===== src/mhsd_pkg.sv =====
// ----------------------------------------------------------------------------
// mhsd_pkg
// Shared types, constants and the arctangent table of the heading unit.
// ----------------------------------------------------------------------------
package mhsd_pkg;

    localparam int unsigned CfgIdxW  = 3;
    localparam int unsigned CfgDataW = 17;
    localparam int unsigned StepW    = 5;

    typedef enum logic [CfgIdxW-1:0] {
        CFG_MIN_FIELD = 3'd0,
        CFG_ALPHA     = 3'd1,
        CFG_STABLE    = 3'd2,
        CFG_OFFSET    = 3'd3,
        CFG_INIT_ROT  = 3'd4
    } cfg_idx_t;

    localparam logic [16:0] AlphaDefault  = 17'd1966;
    localparam logic [16:0] AlphaOne      = 17'd65536;
    localparam logic [15:0] StableDefault = 16'd18;
    localparam logic [16:0] FullTurn      = 17'd46080;
    localparam logic [16:0] HalfSector    = 17'd7680;
    localparam logic [16:0] SectorSpan    = 17'd15360;
    localparam logic signed [31:0] Z180   = 32'sd188743680;
    localparam logic signed [31:0] Z360   = 32'sd377487360;
    localparam logic [31:0] HeadRound     = 32'd4096;
    localparam logic [14:0] CompMax       = 15'h7fff;
    localparam logic [31:0] SqrtBitInit   = 32'h4000_0000;
    localparam logic [StepW-1:0] DivLast  = 5'd30;
    localparam logic [StepW-1:0] SqrtLast = 5'd15;

    typedef enum logic [4:0] {
        OP_NONE,
        OP_LOAD,
        OP_SQX,
        OP_SQY,
        OP_MINSQ,
        OP_CHECK,
        OP_DIVI,
        OP_DIV,
        OP_SQI,
        OP_SQRT,
        OP_NWR,
        OP_FIRST,
        OP_B1,
        OP_B2,
        OP_BW,
        OP_FCOPY,
        OP_FLOAD,
        OP_CORI,
        OP_COR,
        OP_HEAD,
        OP_SECT,
        OP_DEB
    } op_t;

    typedef struct packed {
        op_t              op;
        logic             comp;
        logic [StepW-1:0] step;
    } cmd_t;

    typedef struct packed {
        logic sample_ok;
        logic have_sample;
        logic sum_zero;
    } status_t;

    function automatic logic signed [31:0] atan_entry(input logic [StepW-1:0] i);
        logic signed [31:0] v;
        unique case (i)
            5'd0:  v = 32'sd47185920;
            5'd1:  v = 32'sd27855475;
            5'd2:  v = 32'sd14718068;
            5'd3:  v = 32'sd7471121;
            5'd4:  v = 32'sd3750058;
            5'd5:  v = 32'sd1876857;
            5'd6:  v = 32'sd938658;
            5'd7:  v = 32'sd469357;
            5'd8:  v = 32'sd234682;
            5'd9:  v = 32'sd117342;
            5'd10: v = 32'sd58671;
            5'd11: v = 32'sd29335;
            5'd12: v = 32'sd14668;
            5'd13: v = 32'sd7334;
            5'd14: v = 32'sd3667;
            5'd15: v = 32'sd1833;
            5'd16: v = 32'sd917;
            5'd17: v = 32'sd458;
            5'd18: v = 32'sd229;
            5'd19: v = 32'sd115;
            5'd20: v = 32'sd57;
            5'd21: v = 32'sd29;
            5'd22: v = 32'sd14;
            5'd23: v = 32'sd7;
            default: v = 32'sd0;
        endcase
        return v;
    endfunction

endpackage


===== src/mhsd_datapath.sv =====
// ----------------------------------------------------------------------------
// mhsd_datapath
// Shared multiplier, restoring divider, square root, filter, CORDIC,
// sector quantizer and debounce registers.
// ----------------------------------------------------------------------------
module mhsd_datapath
    import mhsd_pkg::*;
(
    input  logic                clk,
    input  logic                rst_n,
    input  cmd_t                cmd,
    input  logic [15:0]         in_x,
    input  logic [15:0]         in_y,
    input  logic                cfg_we,
    input  logic [CfgIdxW-1:0]  cfg_index,
    input  logic [CfgDataW-1:0] cfg_data,
    output status_t             status,
    output logic                accepted,
    output logic [15:0]         heading,
    output logic [1:0]          candidate,
    output logic [1:0]          rotation,
    output logic                changed
);

    logic [15:0] min_reg;
    logic [16:0] alpha_reg;
    logic [15:0] stable_reg;
    logic [15:0] offset_reg;

    logic signed [15:0] fx_reg, fy_reg;
    logic               have_reg;
    logic [15:0]        heading_reg;
    logic [1:0]         cand_reg, rot_reg, cand_calc_reg;
    logic [15:0]        count_reg;
    logic               accepted_reg, changed_reg;

    logic signed [15:0] vx_reg, vy_reg;
    logic [31:0]        ssum_reg, minsq_reg;
    logic [31:0]        r_reg;
    logic [30:0]        q_reg;
    logic               lsb_reg;
    logic [31:0]        sv_reg, res_reg, bit_reg;
    logic signed [35:0] t_reg;
    logic signed [31:0] cx_reg, cy_reg, cz_reg;

    logic signed [17:0] mul_a, mul_b;
    logic signed [35:0] prod;
    logic [16:0]        alpha_eff, alpha_inv;

    always_comb
    begin
        alpha_eff = (alpha_reg == 17'd0 || alpha_reg > AlphaOne) ? AlphaDefault : alpha_reg;
        alpha_inv = AlphaOne - alpha_eff;
        mul_a = '0;
        mul_b = '0;
        unique case (cmd.op)
            OP_SQX:   begin mul_a = 18'(vx_reg); mul_b = 18'(vx_reg); end
            OP_SQY:   begin mul_a = 18'(vy_reg); mul_b = 18'(vy_reg); end
            OP_MINSQ: begin mul_a = {2'b0, min_reg}; mul_b = {2'b0, min_reg}; end
            OP_DIVI:
            begin
                mul_a = cmd.comp ? 18'(vy_reg) : 18'(vx_reg);
                mul_b = mul_a;
            end
            OP_B1:
            begin
                mul_a = {1'b0, alpha_inv};
                mul_b = cmd.comp ? 18'(fy_reg) : 18'(fx_reg);
            end
            OP_B2:
            begin
                mul_a = {1'b0, alpha_eff};
                mul_b = cmd.comp ? 18'(vy_reg) : 18'(vx_reg);
            end
            default: ;
        endcase
        prod = mul_a * mul_b;
    end

    // divider step
    logic        in_bit;
    logic [32:0] r2, rdiff;
    logic        r_ge;
    assign in_bit = (cmd.step == '0) ? lsb_reg : 1'b0;
    assign r2     = {r_reg, in_bit};
    assign r_ge   = r2 >= {1'b0, ssum_reg};
    assign rdiff  = r2 - {1'b0, ssum_reg};

    // square root step
    logic [31:0] sq_sum;
    assign sq_sum = res_reg + bit_reg;

    // normalized component
    logic [14:0]        mag;
    logic signed [15:0] norm_val;
    logic               comp_neg;
    assign mag      = (res_reg > 32'(CompMax)) ? CompMax : res_reg[14:0];
    assign comp_neg = cmd.comp ? vy_reg[15] : vx_reg[15];
    assign norm_val = comp_neg ? (16'sd0 - $signed({1'b0, mag})) : $signed({1'b0, mag});

    // blend rounding, half away from zero
    logic signed [35:0] rpos, rneg;
    logic [15:0]        bw_val;
    assign rpos   = (t_reg + 36'sd32768) >>> 16;
    assign rneg   = (36'sd32768 - t_reg) >>> 16;
    assign bw_val = t_reg[35] ? (16'd0 - rneg[15:0]) : rpos[15:0];

    // CORDIC
    logic signed [31:0] xi, yi, dx, dy, atan_v;
    assign xi     = {{8{fx_reg[15]}}, fx_reg, 8'b0};
    assign yi     = {{8{fy_reg[15]}}, fy_reg, 8'b0};
    assign dx     = cy_reg >>> cmd.step;
    assign dy     = cx_reg >>> cmd.step;
    assign atan_v = atan_entry(cmd.step);

    logic signed [31:0] zw;
    logic [31:0]        hs, hw;
    logic [15:0]        heading_next;
    assign zw = (cz_reg < 0) ? cz_reg + Z360 : cz_reg;
    assign hs = ($unsigned(zw) + HeadRound) >> 13;
    assign hw = (hs >= 32'(FullTurn)) ? hs - 32'(FullTurn) : hs;
    assign heading_next = (fx_reg == 16'sd0 && fy_reg == 16'sd0) ? 16'd0 : hw[15:0];

    // sector
    logic [16:0] off, adj, adj2, pos;
    logic [1:0]  cand_next;
    always_comb
    begin
        off  = ({1'b0, offset_reg} >= FullTurn) ? {1'b0, offset_reg} - FullTurn
                                                : {1'b0, offset_reg};
        adj  = {1'b0, heading_reg} + FullTurn - off;
        adj2 = (adj >= FullTurn) ? adj - FullTurn : adj;
        pos  = adj2 + HalfSector;
        if (pos < SectorSpan)
            cand_next = 2'd0;
        else if (pos < 17'(2 * SectorSpan))
            cand_next = 2'd1;
        else if (pos < FullTurn)
            cand_next = 2'd2;
        else
            cand_next = 2'd0;
    end

    // debounce
    logic [15:0] need, count_inc;
    assign need      = (stable_reg == 16'd0) ? StableDefault : stable_reg;
    assign count_inc = (count_reg == 16'hffff) ? count_reg : count_reg + 16'd1;

    logic [1:0] rot_init;
    assign rot_init = (cfg_data[1:0] == 2'd3) ? 2'd0 : cfg_data[1:0];

    always_ff @(posedge clk or negedge rst_n)
    begin
        if (!rst_n)
        begin
            min_reg      <= '0;
            alpha_reg    <= AlphaDefault;
            stable_reg   <= StableDefault;
            offset_reg   <= '0;
            fx_reg       <= '0;
            fy_reg       <= '0;
            have_reg     <= 1'b0;
            heading_reg  <= '0;
            cand_reg     <= '0;
            rot_reg      <= '0;
            count_reg    <= '0;
            accepted_reg <= 1'b0;
            changed_reg  <= 1'b0;
        end
        else
        begin
            if (cfg_we)
            begin
                unique case (cfg_index)
                    CFG_MIN_FIELD: min_reg    <= cfg_data[15:0];
                    CFG_ALPHA:     alpha_reg  <= cfg_data;
                    CFG_STABLE:    stable_reg <= cfg_data[15:0];
                    CFG_OFFSET:    offset_reg <= cfg_data[15:0];
                    CFG_INIT_ROT:
                    begin
                        rot_reg   <= rot_init;
                        cand_reg  <= rot_init;
                        count_reg <= '0;
                    end
                    default: ;
                endcase
            end
            unique case (cmd.op)
                OP_LOAD:
                begin
                    accepted_reg <= 1'b0;
                    changed_reg  <= 1'b0;
                end
                OP_CHECK: accepted_reg <= status.sample_ok;
                OP_FIRST:
                begin
                    fx_reg   <= vx_reg;
                    fy_reg   <= vy_reg;
                    have_reg <= 1'b1;
                end
                OP_BW:
                begin
                    if (cmd.comp)
                        fy_reg <= bw_val;
                    else
                        fx_reg <= bw_val;
                end
                OP_FLOAD:
                begin
                    fx_reg <= vx_reg;
                    fy_reg <= vy_reg;
                end
                OP_HEAD: heading_reg <= heading_next;
                OP_DEB:
                begin
                    if (cand_calc_reg != cand_reg)
                    begin
                        cand_reg  <= cand_calc_reg;
                        count_reg <= 16'd1;
                    end
                    else if (cand_reg != rot_reg && count_inc >= need)
                    begin
                        rot_reg     <= cand_reg;
                        count_reg   <= '0;
                        changed_reg <= 1'b1;
                    end
                    else
                    begin
                        count_reg <= count_inc;
                    end
                end
                default: ;
            endcase
        end
    end

    always_ff @(posedge clk)
    begin
        unique case (cmd.op)
            OP_LOAD:
            begin
                vx_reg <= $signed(in_x);
                vy_reg <= $signed(in_y);
            end
            OP_SQX:   ssum_reg  <= prod[31:0];
            OP_SQY:   ssum_reg  <= ssum_reg + prod[31:0];
            OP_MINSQ: minsq_reg <= prod[31:0];
            OP_DIVI:
            begin
                r_reg   <= {1'b0, prod[31:1]};
                lsb_reg <= prod[0];
                q_reg   <= '0;
            end
            OP_DIV:
            begin
                q_reg <= {q_reg[29:0], r_ge};
                r_reg <= r_ge ? rdiff[31:0] : r2[31:0];
            end
            OP_SQI:
            begin
                sv_reg  <= {1'b0, q_reg};
                res_reg <= '0;
                bit_reg <= SqrtBitInit;
            end
            OP_SQRT:
            begin
                if (sv_reg >= sq_sum)
                begin
                    sv_reg  <= sv_reg - sq_sum;
                    res_reg <= (res_reg >> 1) + bit_reg;
                end
                else
                begin
                    res_reg <= res_reg >> 1;
                end
                bit_reg <= bit_reg >> 2;
            end
            OP_NWR:
            begin
                if (cmd.comp)
                    vy_reg <= norm_val;
                else
                    vx_reg <= norm_val;
            end
            OP_B1: t_reg <= prod;
            OP_B2: t_reg <= t_reg + prod;
            OP_FCOPY:
            begin
                vx_reg <= fx_reg;
                vy_reg <= fy_reg;
            end
            OP_CORI:
            begin
                if (fx_reg < 0)
                begin
                    cx_reg <= -xi;
                    cy_reg <= -yi;
                    cz_reg <= Z180;
                end
                else
                begin
                    cx_reg <= xi;
                    cy_reg <= yi;
                    cz_reg <= '0;
                end
            end
            OP_COR:
            begin
                if (cy_reg >= 0)
                begin
                    cx_reg <= cx_reg + dx;
                    cy_reg <= cy_reg - dy;
                    cz_reg <= cz_reg + atan_v;
                end
                else
                begin
                    cx_reg <= cx_reg - dx;
                    cy_reg <= cy_reg + dy;
                    cz_reg <= cz_reg - atan_v;
                end
            end
            OP_SECT: cand_calc_reg <= cand_next;
            default: ;
        endcase
    end

    assign status.sample_ok   = (ssum_reg != 32'd0) && (ssum_reg >= minsq_reg);
    assign status.have_sample = have_reg;
    assign status.sum_zero    = (ssum_reg == 32'd0);

    assign accepted  = accepted_reg;
    assign heading   = heading_reg;
    assign candidate = cand_reg;
    assign rotation  = rot_reg;
    assign changed   = changed_reg;

endmodule


===== src/mhsd_ctrl.sv =====
// ----------------------------------------------------------------------------
// mhsd_ctrl
// Sequencer: threshold, normalization, filter, CORDIC, sector, debounce.
// ----------------------------------------------------------------------------
module mhsd_ctrl
    import mhsd_pkg::*;
#(
    parameter int unsigned CORDIC_STEPS = 16
)
(
    input  logic    clk,
    input  logic    rst_n,
    input  logic    in_valid,
    input  logic    out_free,
    input  status_t status,
    output logic    in_ready,
    output logic    out_load,
    output cmd_t    cmd
);

    localparam logic [StepW-1:0] CorLast = StepW'(CORDIC_STEPS - 1);

    typedef enum logic [4:0] {
        S_IDLE, S_SQX, S_SQY, S_MINSQ, S_CHECK,
        S_DIVI, S_DIV, S_SQI, S_SQRT, S_NWR,
        S_FILT, S_B1, S_B2, S_BW,
        S_FCOPY, S_FSQX, S_FSQY, S_FCHK, S_FLOAD,
        S_CORI, S_COR, S_HEAD, S_SECT, S_DEB, S_DONE
    } state_t;

    state_t           state_reg;
    logic [StepW-1:0] count_reg;
    logic             comp_reg;
    logic             pass_reg;

    always_ff @(posedge clk or negedge rst_n)
    begin
        if (!rst_n)
        begin
            state_reg <= S_IDLE;
            count_reg <= '0;
            comp_reg  <= 1'b0;
            pass_reg  <= 1'b0;
        end
        else
        begin
            unique case (state_reg)
                S_IDLE:  if (in_valid) state_reg <= S_SQX;
                S_SQX:   state_reg <= S_SQY;
                S_SQY:   state_reg <= S_MINSQ;
                S_MINSQ: state_reg <= S_CHECK;
                S_CHECK:
                begin
                    comp_reg  <= 1'b0;
                    pass_reg  <= 1'b0;
                    state_reg <= status.sample_ok ? S_DIVI : S_DONE;
                end
                S_DIVI:
                begin
                    count_reg <= '0;
                    state_reg <= S_DIV;
                end
                S_DIV:
                begin
                    count_reg <= count_reg + 1'b1;
                    if (count_reg == DivLast)
                        state_reg <= S_SQI;
                end
                S_SQI:
                begin
                    count_reg <= '0;
                    state_reg <= S_SQRT;
                end
                S_SQRT:
                begin
                    count_reg <= count_reg + 1'b1;
                    if (count_reg == SqrtLast)
                        state_reg <= S_NWR;
                end
                S_NWR:
                begin
                    if (!comp_reg)
                    begin
                        comp_reg  <= 1'b1;
                        state_reg <= S_DIVI;
                    end
                    else
                    begin
                        state_reg <= pass_reg ? S_FLOAD : S_FILT;
                    end
                end
                S_FILT:
                begin
                    comp_reg  <= 1'b0;
                    state_reg <= status.have_sample ? S_B1 : S_CORI;
                end
                S_B1: state_reg <= S_B2;
                S_B2: state_reg <= S_BW;
                S_BW:
                begin
                    comp_reg  <= ~comp_reg;
                    state_reg <= comp_reg ? S_FCOPY : S_B1;
                end
                S_FCOPY: state_reg <= S_FSQX;
                S_FSQX:  state_reg <= S_FSQY;
                S_FSQY:  state_reg <= S_FCHK;
                S_FCHK:
                begin
                    comp_reg  <= 1'b0;
                    pass_reg  <= 1'b1;
                    state_reg <= status.sum_zero ? S_CORI : S_DIVI;
                end
                S_FLOAD: state_reg <= S_CORI;
                S_CORI:
                begin
                    count_reg <= '0;
                    state_reg <= S_COR;
                end
                S_COR:
                begin
                    count_reg <= count_reg + 1'b1;
                    if (count_reg == CorLast)
                        state_reg <= S_HEAD;
                end
                S_HEAD: state_reg <= S_SECT;
                S_SECT: state_reg <= S_DEB;
                S_DEB:  state_reg <= S_DONE;
                S_DONE: if (out_free) state_reg <= S_IDLE;
                default: state_reg <= S_IDLE;
            endcase
        end
    end

    always_comb
    begin
        cmd.comp = comp_reg;
        cmd.step = count_reg;
        unique case (state_reg)
            S_IDLE:  cmd.op = in_valid ? OP_LOAD : OP_NONE;
            S_SQX:   cmd.op = OP_SQX;
            S_SQY:   cmd.op = OP_SQY;
            S_MINSQ: cmd.op = OP_MINSQ;
            S_CHECK: cmd.op = OP_CHECK;
            S_DIVI:  cmd.op = OP_DIVI;
            S_DIV:   cmd.op = OP_DIV;
            S_SQI:   cmd.op = OP_SQI;
            S_SQRT:  cmd.op = OP_SQRT;
            S_NWR:   cmd.op = OP_NWR;
            S_FILT:  cmd.op = status.have_sample ? OP_NONE : OP_FIRST;
            S_B1:    cmd.op = OP_B1;
            S_B2:    cmd.op = OP_B2;
            S_BW:    cmd.op = OP_BW;
            S_FCOPY: cmd.op = OP_FCOPY;
            S_FSQX:  cmd.op = OP_SQX;
            S_FSQY:  cmd.op = OP_SQY;
            S_FLOAD: cmd.op = OP_FLOAD;
            S_CORI:  cmd.op = OP_CORI;
            S_COR:   cmd.op = OP_COR;
            S_HEAD:  cmd.op = OP_HEAD;
            S_SECT:  cmd.op = OP_SECT;
            S_DEB:   cmd.op = OP_DEB;
            default: cmd.op = OP_NONE;
        endcase
    end

    assign in_ready = (state_reg == S_IDLE);
    assign out_load = (state_reg == S_DONE) && out_free;

endmodule


===== src/magnetic_heading_sector_debounce_unit.sv =====
// ----------------------------------------------------------------------------
// magnetic_heading_sector_debounce_unit
// A dropped sample goes from the threshold check straight to the output; the
// first accepted sample skips the filter blend and the second normalization
// pass; the divider and square root (31 + 16 steps per component) dominate.
// Throughput: one beat at a time; the next beat is taken once the result sits
// in the output register. Reset clears filter, heading and rotation and
// restores the register defaults.
// ----------------------------------------------------------------------------
module magnetic_heading_sector_debounce_unit
    import mhsd_pkg::*;
#(
    parameter int unsigned CORDIC_STEPS = 16
)
(
    input  logic                clk,
    input  logic                rst_n,
    input  logic                s_axis_tvalid,
    output logic                s_axis_tready,
    input  logic [31:0]         s_axis_tdata,   // mag_x, mag_y
    output logic                m_axis_tvalid,
    input  logic                m_axis_tready,
    output logic [23:0]         m_axis_tdata,   // accepted, heading, candidate_sector,
                                                // rotation, changed, zero pad
    input  logic                cfg_we,
    input  logic [CfgIdxW-1:0]  cfg_index,
    input  logic [CfgDataW-1:0] cfg_data
);

    cmd_t        cmd;
    status_t     status;
    logic        out_free, out_load;
    logic        accepted, changed;
    logic [15:0] heading;
    logic [1:0]  candidate, rotation;
    logic        out_valid_reg;
    logic [23:0] out_data_reg;

    assign out_free = !out_valid_reg || m_axis_tready;

    mhsd_ctrl #(
        .CORDIC_STEPS (CORDIC_STEPS)
    ) u_ctrl (
        .clk      (clk),
        .rst_n    (rst_n),
        .in_valid (s_axis_tvalid),
        .out_free (out_free),
        .status   (status),
        .in_ready (s_axis_tready),
        .out_load (out_load),
        .cmd      (cmd)
    );

    mhsd_datapath u_dp (
        .clk       (clk),
        .rst_n     (rst_n),
        .cmd       (cmd),
        .in_x      (s_axis_tdata[15:0]),
        .in_y      (s_axis_tdata[31:16]),
        .cfg_we    (cfg_we),
        .cfg_index (cfg_index),
        .cfg_data  (cfg_data),
        .status    (status),
        .accepted  (accepted),
        .heading   (heading),
        .candidate (candidate),
        .rotation  (rotation),
        .changed   (changed)
    );

    always_ff @(posedge clk or negedge rst_n)
    begin
        if (!rst_n)
            out_valid_reg <= 1'b0;
        else if (out_load)
            out_valid_reg <= 1'b1;
        else if (m_axis_tready)
            out_valid_reg <= 1'b0;
    end

    always_ff @(posedge clk)
    begin
        if (out_load)
            out_data_reg <= {2'b0, changed, rotation, candidate, heading, accepted};
    end

    assign m_axis_tvalid = out_valid_reg;
    assign m_axis_tdata  = out_data_reg;

endmodule

===== config.mk =====
export PLATFORM = sky130hd
export DESIGN_NAME = magnetic_heading_sector_debounce_unit
export DESIGN_NICKNAME = d
export VERILOG_FILES = /design/src/mhsd_pkg.sv /design/src/mhsd_datapath.sv /design/src/mhsd_ctrl.sv /design/src/magnetic_heading_sector_debounce_unit.sv
export SDC_FILE = /design/constraint.sdc
export NUM_CORES = 2
export LEC_CHECK = 0
export ABC_AREA = 1
export ABC_CLOCK_PERIOD_IN_PS = 11500
export BUFFER_PORTS_ARGS = -buffer_cell sky130_fd_sc_hd__buf_2
export CORE_MARGIN = 1.5
export CORE_UTILIZATION = 55
export DETAILED_ROUTE_END_ITERATION = 8
export PLACE_DENSITY_LB_ADDON = 0.25
export SLEW_MARGIN = 20
export SYNTH_ARGS = -nofsm -noshare
export SYNTH_HDL_FRONTEND = slang
export SYNTH_SLANG_ARGS = --single-unit

===== constraint.sdc =====
create_clock -name clk -period 11.5 [get_ports clk]
set_clock_uncertainty 0.1 [all_clocks]
set_input_delay 1.725 -clock clk [delete_from_list [all_inputs] [get_ports clk]]
set_output_delay 1.725 -clock clk [all_outputs]
set_load 0.02 [all_outputs]

### After elaboration in Yosys (flattened, before gate mapping)

Memories as Yosys holds them, arrays and structs flattened.
Cells that the tools add are included.

| storage, ports and cells | value |
|---|---|
| flip-flop bits (word level) | 561 |
| bits in read-only memories | 832 |
| logic and storage cells | 287 |
| memories kept | 1 |

Memories:

| name | depth | bits a word | read ports | clocked after memory_dff | write ports | RTL line | source |
|---|---|---|---|---|---|---|---|
| (no name shown) | 32 | 26 | 1 | 0 | 0 | mhsd_pkg.sv:72 | `unique case (i)` |

| cells by class | value |
|---|---|
| $add $sub $neg | 29 |
| multipliers | 1 |
| order comparisons | 15 |
| eq/ne operators | 67 |
| shift-type cells | 2 |
| multiplexer cells | 85 |
| bitwise operators | 1 |
| reduce and logical (&&, ||, !) cells | 51 |

Operators with widths:

| operator | count |
|---|---|
| 32-bit case mux with 2 select lines | 8 |
| 32-bit 2-to-1 mux | 9 |
| 16-bit 2-to-1 mux | 15 |
| 32-bit adder | 5 |
| 32-bit subtractor | 5 |
| 5-bit case mux with 25 select lines | 1 |
| 18-bit case mux with 6 select lines | 1 |
| 5-bit case mux with 21 select lines | 1 |
| 16-bit case mux with 3 select lines | 2 |
| 18-bit case mux with 5 select lines | 1 |
| 5-bit by 4-bit == test with 1-bit output (second input constant) | 17 |
| 5-bit == test (second input constant) | 16 |
| 36-bit case mux with 2 select lines | 1 |
| 32-bit >= comparator | 2 |
| 24-bit negation with 32-bit output | 2 |
| 16-bit case mux with 2 select lines | 2 |
| 32-bit by 5-bit >>> shifter with 32-bit output | 2 |
| 31-bit case mux with 2 select lines | 1 |
| 17-bit 2-to-1 mux | 3 |
| 5-bit 2-to-1 mux | 10 |
| 16-bit zero test | 3 |
| 5-bit by 3-bit == test with 1-bit output (second input constant) | 8 |
| 36-bit adder | 1 |
| 18-bit by 18-bit multiplier with 36-bit output | 1 |
| other kinds (65) | 134 |

### Logic depth before layout (Yosys ltp)

| logic depth | value |
|---|---|
| depth in word-level cells | 9 |
| depth in mapped cells | 64 |

### Cells and area by module

From an unflattened synthesis, not the netlist that was laid out.

| unflattened totals | value |
|---|---|
| cells, all modules | 8652 |
| area, all modules | 62414.9 µm² |

By module, submodules not included:

| module | instances | cells an instance | area each (µm²) |
|---|---|---|---|
| mhsd_datapath | 1 | 8422 | 60478.0 |
| mhsd_ctrl | 1 | 200 | 1212.4 |
| magnetic_heading_sector_debounce_unit | 1 | 30 | 724.4 |

### Worst setup path before layout

OpenSTA, ideal clock, no wires.

| timing path | value |
|---|---|
| path type | reg-to-reg |
| from | register u_dp.alpha_reg[11] |
| to | register u_dp.t_reg[35] (data pin) |
| library setup time | 261 ps |
| arrival | 9395 ps |
| required time | 11139 ps |
| setup slack | 1744 ps |
| cell stages (with the launch flop) | 57 |
| buffers on the path | 2 |
| cells stage by stage | dfrtp_1 -> inv_1 -> nand2_1 -> nor3_1 -> nand4_1 -> nor2_1 -> ha_1 -> clkbuf_1 -> nor2_1 -> ha_1 -> inv_1 -> nor2_1 -> nand4_1 -> nor2_1 -> nand2_1 -> nor4_1 -> inv_1 -> nor2_1 -> (+21 left out) -> inv_1 -> a21oi_1 -> o21ai_1 -> a21boi_1 -> inv_1 -> or2_1 -> and2_1 -> ha_1 -> a21oi_1 -> a21boi_0 -> o221ai_1 -> a21oi_1 -> nand3_1 -> nand3_1 -> nand2_1 -> a21oi_1 -> o21ai_0 -> xnor2_1 |

| on the way | value |
|---|---|
| cells in the longest elaborated chain, start to end | 8 |
| elaborated cells between the ends (all ways) | 9 |

Ends and longest elaborated chain:

| element | RTL line | source |
|---|---|---|
| start, declared | mhsd_datapath.sv:26 | `logic [16:0] alpha_reg;` |
| start signal, assigned | mhsd_datapath.sv:157 | `alpha_reg <= AlphaDefault;` |
| start signal, assigned | mhsd_datapath.sv:176 | `CFG_ALPHA: alpha_reg <= cfg_data;` |
| 17-bit > comparator or 17-bit zero test (tied branches) | mhsd_datapath.sv:52 | `alpha_eff = (alpha_reg == 17'd0 \|\| alpha_reg > AlphaOne) ? AlphaDefault : alpha_reg;` |
| 1-bit logical OR | mhsd_datapath.sv:52 |  |
| 17-bit 2-to-1 mux (*) | mhsd_datapath.sv:52 |  |
| 17-bit subtractor | mhsd_datapath.sv:53 | `alpha_inv = AlphaOne - alpha_eff;` |
| 18-bit case mux with 6 select lines (*) | mhsd_datapath.sv:56 | `unique case (cmd.op)` |
| 18-bit by 18-bit multiplier with 36-bit output (*) | mhsd_datapath.sv:77 | `prod = mul_a * mul_b;` |
| via u_dp.prod[28] | mhsd_datapath.sv:47 | `logic signed [35:0] prod;` |
| 36-bit adder (*) | mhsd_datapath.sv:286 | `OP_B2: t_reg <= t_reg + prod;` |
| 36-bit case mux with 2 select lines (*) | mhsd_datapath.sv:239 | `unique case (cmd.op)` |
| end signal, assigned | mhsd_datapath.sv:285 | `OP_B1: t_reg <= prod;` |
| end signal, assigned | mhsd_datapath.sv:286 |  |
| end, declared | mhsd_datapath.sv:43 | `logic signed [35:0] t_reg;` |

The timed path passes the listed nets; every way through them passes the cells marked *.
A chain may end at the register's enable or synchronous reset.

### Final worst setup path

Ends and elaborated chain as after synthesis.

==> summary.md <==
| Metric | Value |
|---|---|
| Status | completed |
| Final setup fails | 0 |
| Busiest grt layer | met2 |
| Gate Count Post-Synth | 8,515 |
| Crit path kind | reg2reg |
| Worst-margin pin slew | 1040 ps |
| Layout fillers | 10.6k |
| Top FF cell, synth | edfxtp_1 |
| Post-route design area | 66,000 um^2 |
| IO Count | 83 |
| Setup ws final | 708 ps |
| YS warnings | 0 |
| Starting Density | 55.6% |
| DR vias/cell | 5.76 |
| Vias in the first global route | 55.1k |
| Sequential share of the synthesized area | 25.3% |
| Commonest cells after routing, fill and taps aside | nand2_1 (1,963), inv_1 (1,443), nor2_1 (744), o21ai_0 (621), a21oi_1 (537) |
| CTS tree | built |
| Commonest non-fill, non-tap cell in the layout | nand2_1 |
| CTS Buf Count | 69 |
| Grt ovf | 0 |
| Drt pass-1 iters | 6 |
| Library cells used by synthesis | 79 |
| Ranking of synthesized cells by area | edfxtp_1 (19%), nand2_1 (12%), fa_1 (11%) |
| H-tree levels | 3 |
| Hold crit path type | reg2reg |
| Hold_buf cts | 0 |
| Longest Clk Path Bufs | 3 |
| DR vias | 58.0k |
| Largest net degree at the start of global routing | 86 |
| Yosys top cell area share | 19.3% |
| Initial antenna violation count | 8 |
| GR Util met1 | 47.4% |
| Post-place instance area | 63,600 um^2 |
| WP data arrival | 11,100 ps |
| RSZ-0062 raised after global routing | false |
| GR Util met3 | 5.98% |
| Share of layout cells above drive strength 1 | 5.48% |
| Residual DRC | 0 |
| Final Wtd Congestion | 0.999 |
| Max reg flops | 36 |
| Syn_area_per_cell | 7.25 um^2 |
| Max_cap viols | 0 |
| Clk pin slew, worst setup/hold paths | 60 ps |
| CTS Sinks | 545 |
| Worst-Skew Late Latency | 660 ps |
| CP dominant cell by count | inv_1 |
| Worst EP required | 11,810 ps |
| Crit share post-route | 93.8% |
| Overall Global Routing Usage | 34.7% |
| Avg WL per Cell | 19.7 um |
| IO buf count | 80 |
| Routing usage on met2 | 55.2% |
| Final Max Tran Viols | 0 |
| Crit-path slowest cell | fa_1 |
| Tmin final | 10,790 ps |
| Routed Antenna Nets | 0 |
| Layout area overhead | 6.96% |
| Die W | 338 um |
| Number of synthesized flops with an enable pin | 396 |
| Setup tns final | 0 ps |
| CP Launch Type | register |
| Final hold vios | 0 |
| Final net count | 9,371 |
| Core Area | 111,000 um^2 |
| Setup Slack @ Placement | 693 ps |
| Die ar. | 114,000 um^2 |
| Clk root buf | clkbuf_16 |
| Global-route wire length before repair | 309,000 um |
| WL final | 198,000 um |
| Cell row count | 122 |
| Crit. End Element | register |
| Seq cells post-synth | 545 |
| Drt initial violations | 5,607 |
| Max-slew headroom | 30.7% |
| Mapped Area | 61,700 um^2 |
| Die span in y | 338 um |
| Max incr delay on CP | 550 ps |
| Fmax | 92.7 MHz |
| Ys async rst share | 27.3% |
| Synth area leader | edfxtp_1 |
| CP max FO | 10 |
| Reg2reg setup slack | 710 ps |
| Dpl hpwl | 156,000 um |
## cell usage after synthesis, types with 56 or more instances
cell type,count
dfrtp_1,139
edfxtp_1,396
fa_1,338
inv_1,1447
nand4_1,107
nand2_1,1967
nor3_1,101
o21ai_0,624
o21ai_1,102
xnor2_1,131
clkbuf_1,144
a21oi_1,537
ha_1,462
buf_2,56
nor2_1,750
o211ai_1,78
xor2_1,214
nand3_1,293
a31oi_1,62
## repair_timing
action | in CTS | in global routing
resized for setup | 0 | 8
setup buffers | 0 | 0
setup endpoints to repair | 0 | 8
## metrics by stage
step / utilization (%) / instances / hold slack (ps)
3_5_place_dp: 57.3 / 9931 / 340
6_report: 59.5 / 10100 / 356
5_1_grt: 59.5 / 10100 / 361
4_1_cts: 59.4 / 10100 / 355
2_1_floorplan: - / 8516 / 325
3_3_place_gp: 57.3 / 9931 / 328
## final timing paths
path | from | endpoint | cells after the start
hold reg to reg | u_dp.heading[13]$_DFFE_PN0N_ | m_axis_tdata[14]$_DFFE_PP_ | 0
setup reg to reg | u_dp.alpha_reg[11]$_DFFE_PN0P_ | u_dp.t_reg[35]$_DFFE_PP_ | 51
hold / removal | u_dp.heading[13]$_DFFE_PN0N_ | m_axis_tdata[14]$_DFFE_PP_ | 0
min in group asynchronous | rst_n | u_dp.count_reg[2]$_DFFE_PN0P_ | 1
setup / recovery | u_dp.alpha_reg[11]$_DFFE_PN0P_ | u_dp.t_reg[35]$_DFFE_PP_ | 51
max in group asynchronous | rst_n | u_ctrl.count_reg[0]$_DFFE_PN0P_ | 2
## critical path, delay by kind of cell, from the launching register on
family,cells,cell delay [ps]
fa+ha+maj,10,4230
simple gates,26,4180
xor+xnor,2,290
buf+inv,10,1070
flops,1,420
compound gates,3,270
## per-layer routing
| metal | up-vias | routed length (um) | share of wire [%] |
|---|---|---|---|
| met4 | 8 | 7490 | 3.8 |
| met2 | 2398 | 88500 | 45 |
| met1 | 27400 | 83900 | 42 |
| li1 | 27800 | - | - |
| met3 | 406 | 17900 | 9.1 |
| met5 | - | 48 | 0.024 |
## area by class of cell
cell class / count / area [um^2] / share of cell area [%]
Antenna cell: 3 / 7.51 / 0.0114
Clock buffer: 91 / 1890 / 2.87
Clock inverter: 35 / 413 / 0.626
Inverter: 1465 / 5500 / 8.34
Multi-Input combinational cell: 6269 / 39600 / 60.1
Sequential cell: 545 / 15600 / 23.7
Tap cell: 1488 / 1860 / 2.82
Timing Repair Buffer: 164 / 1050 / 1.59
## cell families after synthesis
logic type	share of synthesized area [%]
AO/OA/AOI/OAI	15.2
XOR/XNOR	4.92
adder cells (fa/ha/maj)	20.3
buffers and inverters	10.6
flip-flops	25.3
multiplexers	0.310
other	0.00608
AND/OR/NAND/NOR	23.2
Power is not shown: default switching activity piles up to over one toggle a cycle in this logic, so the estimate is an artifact.
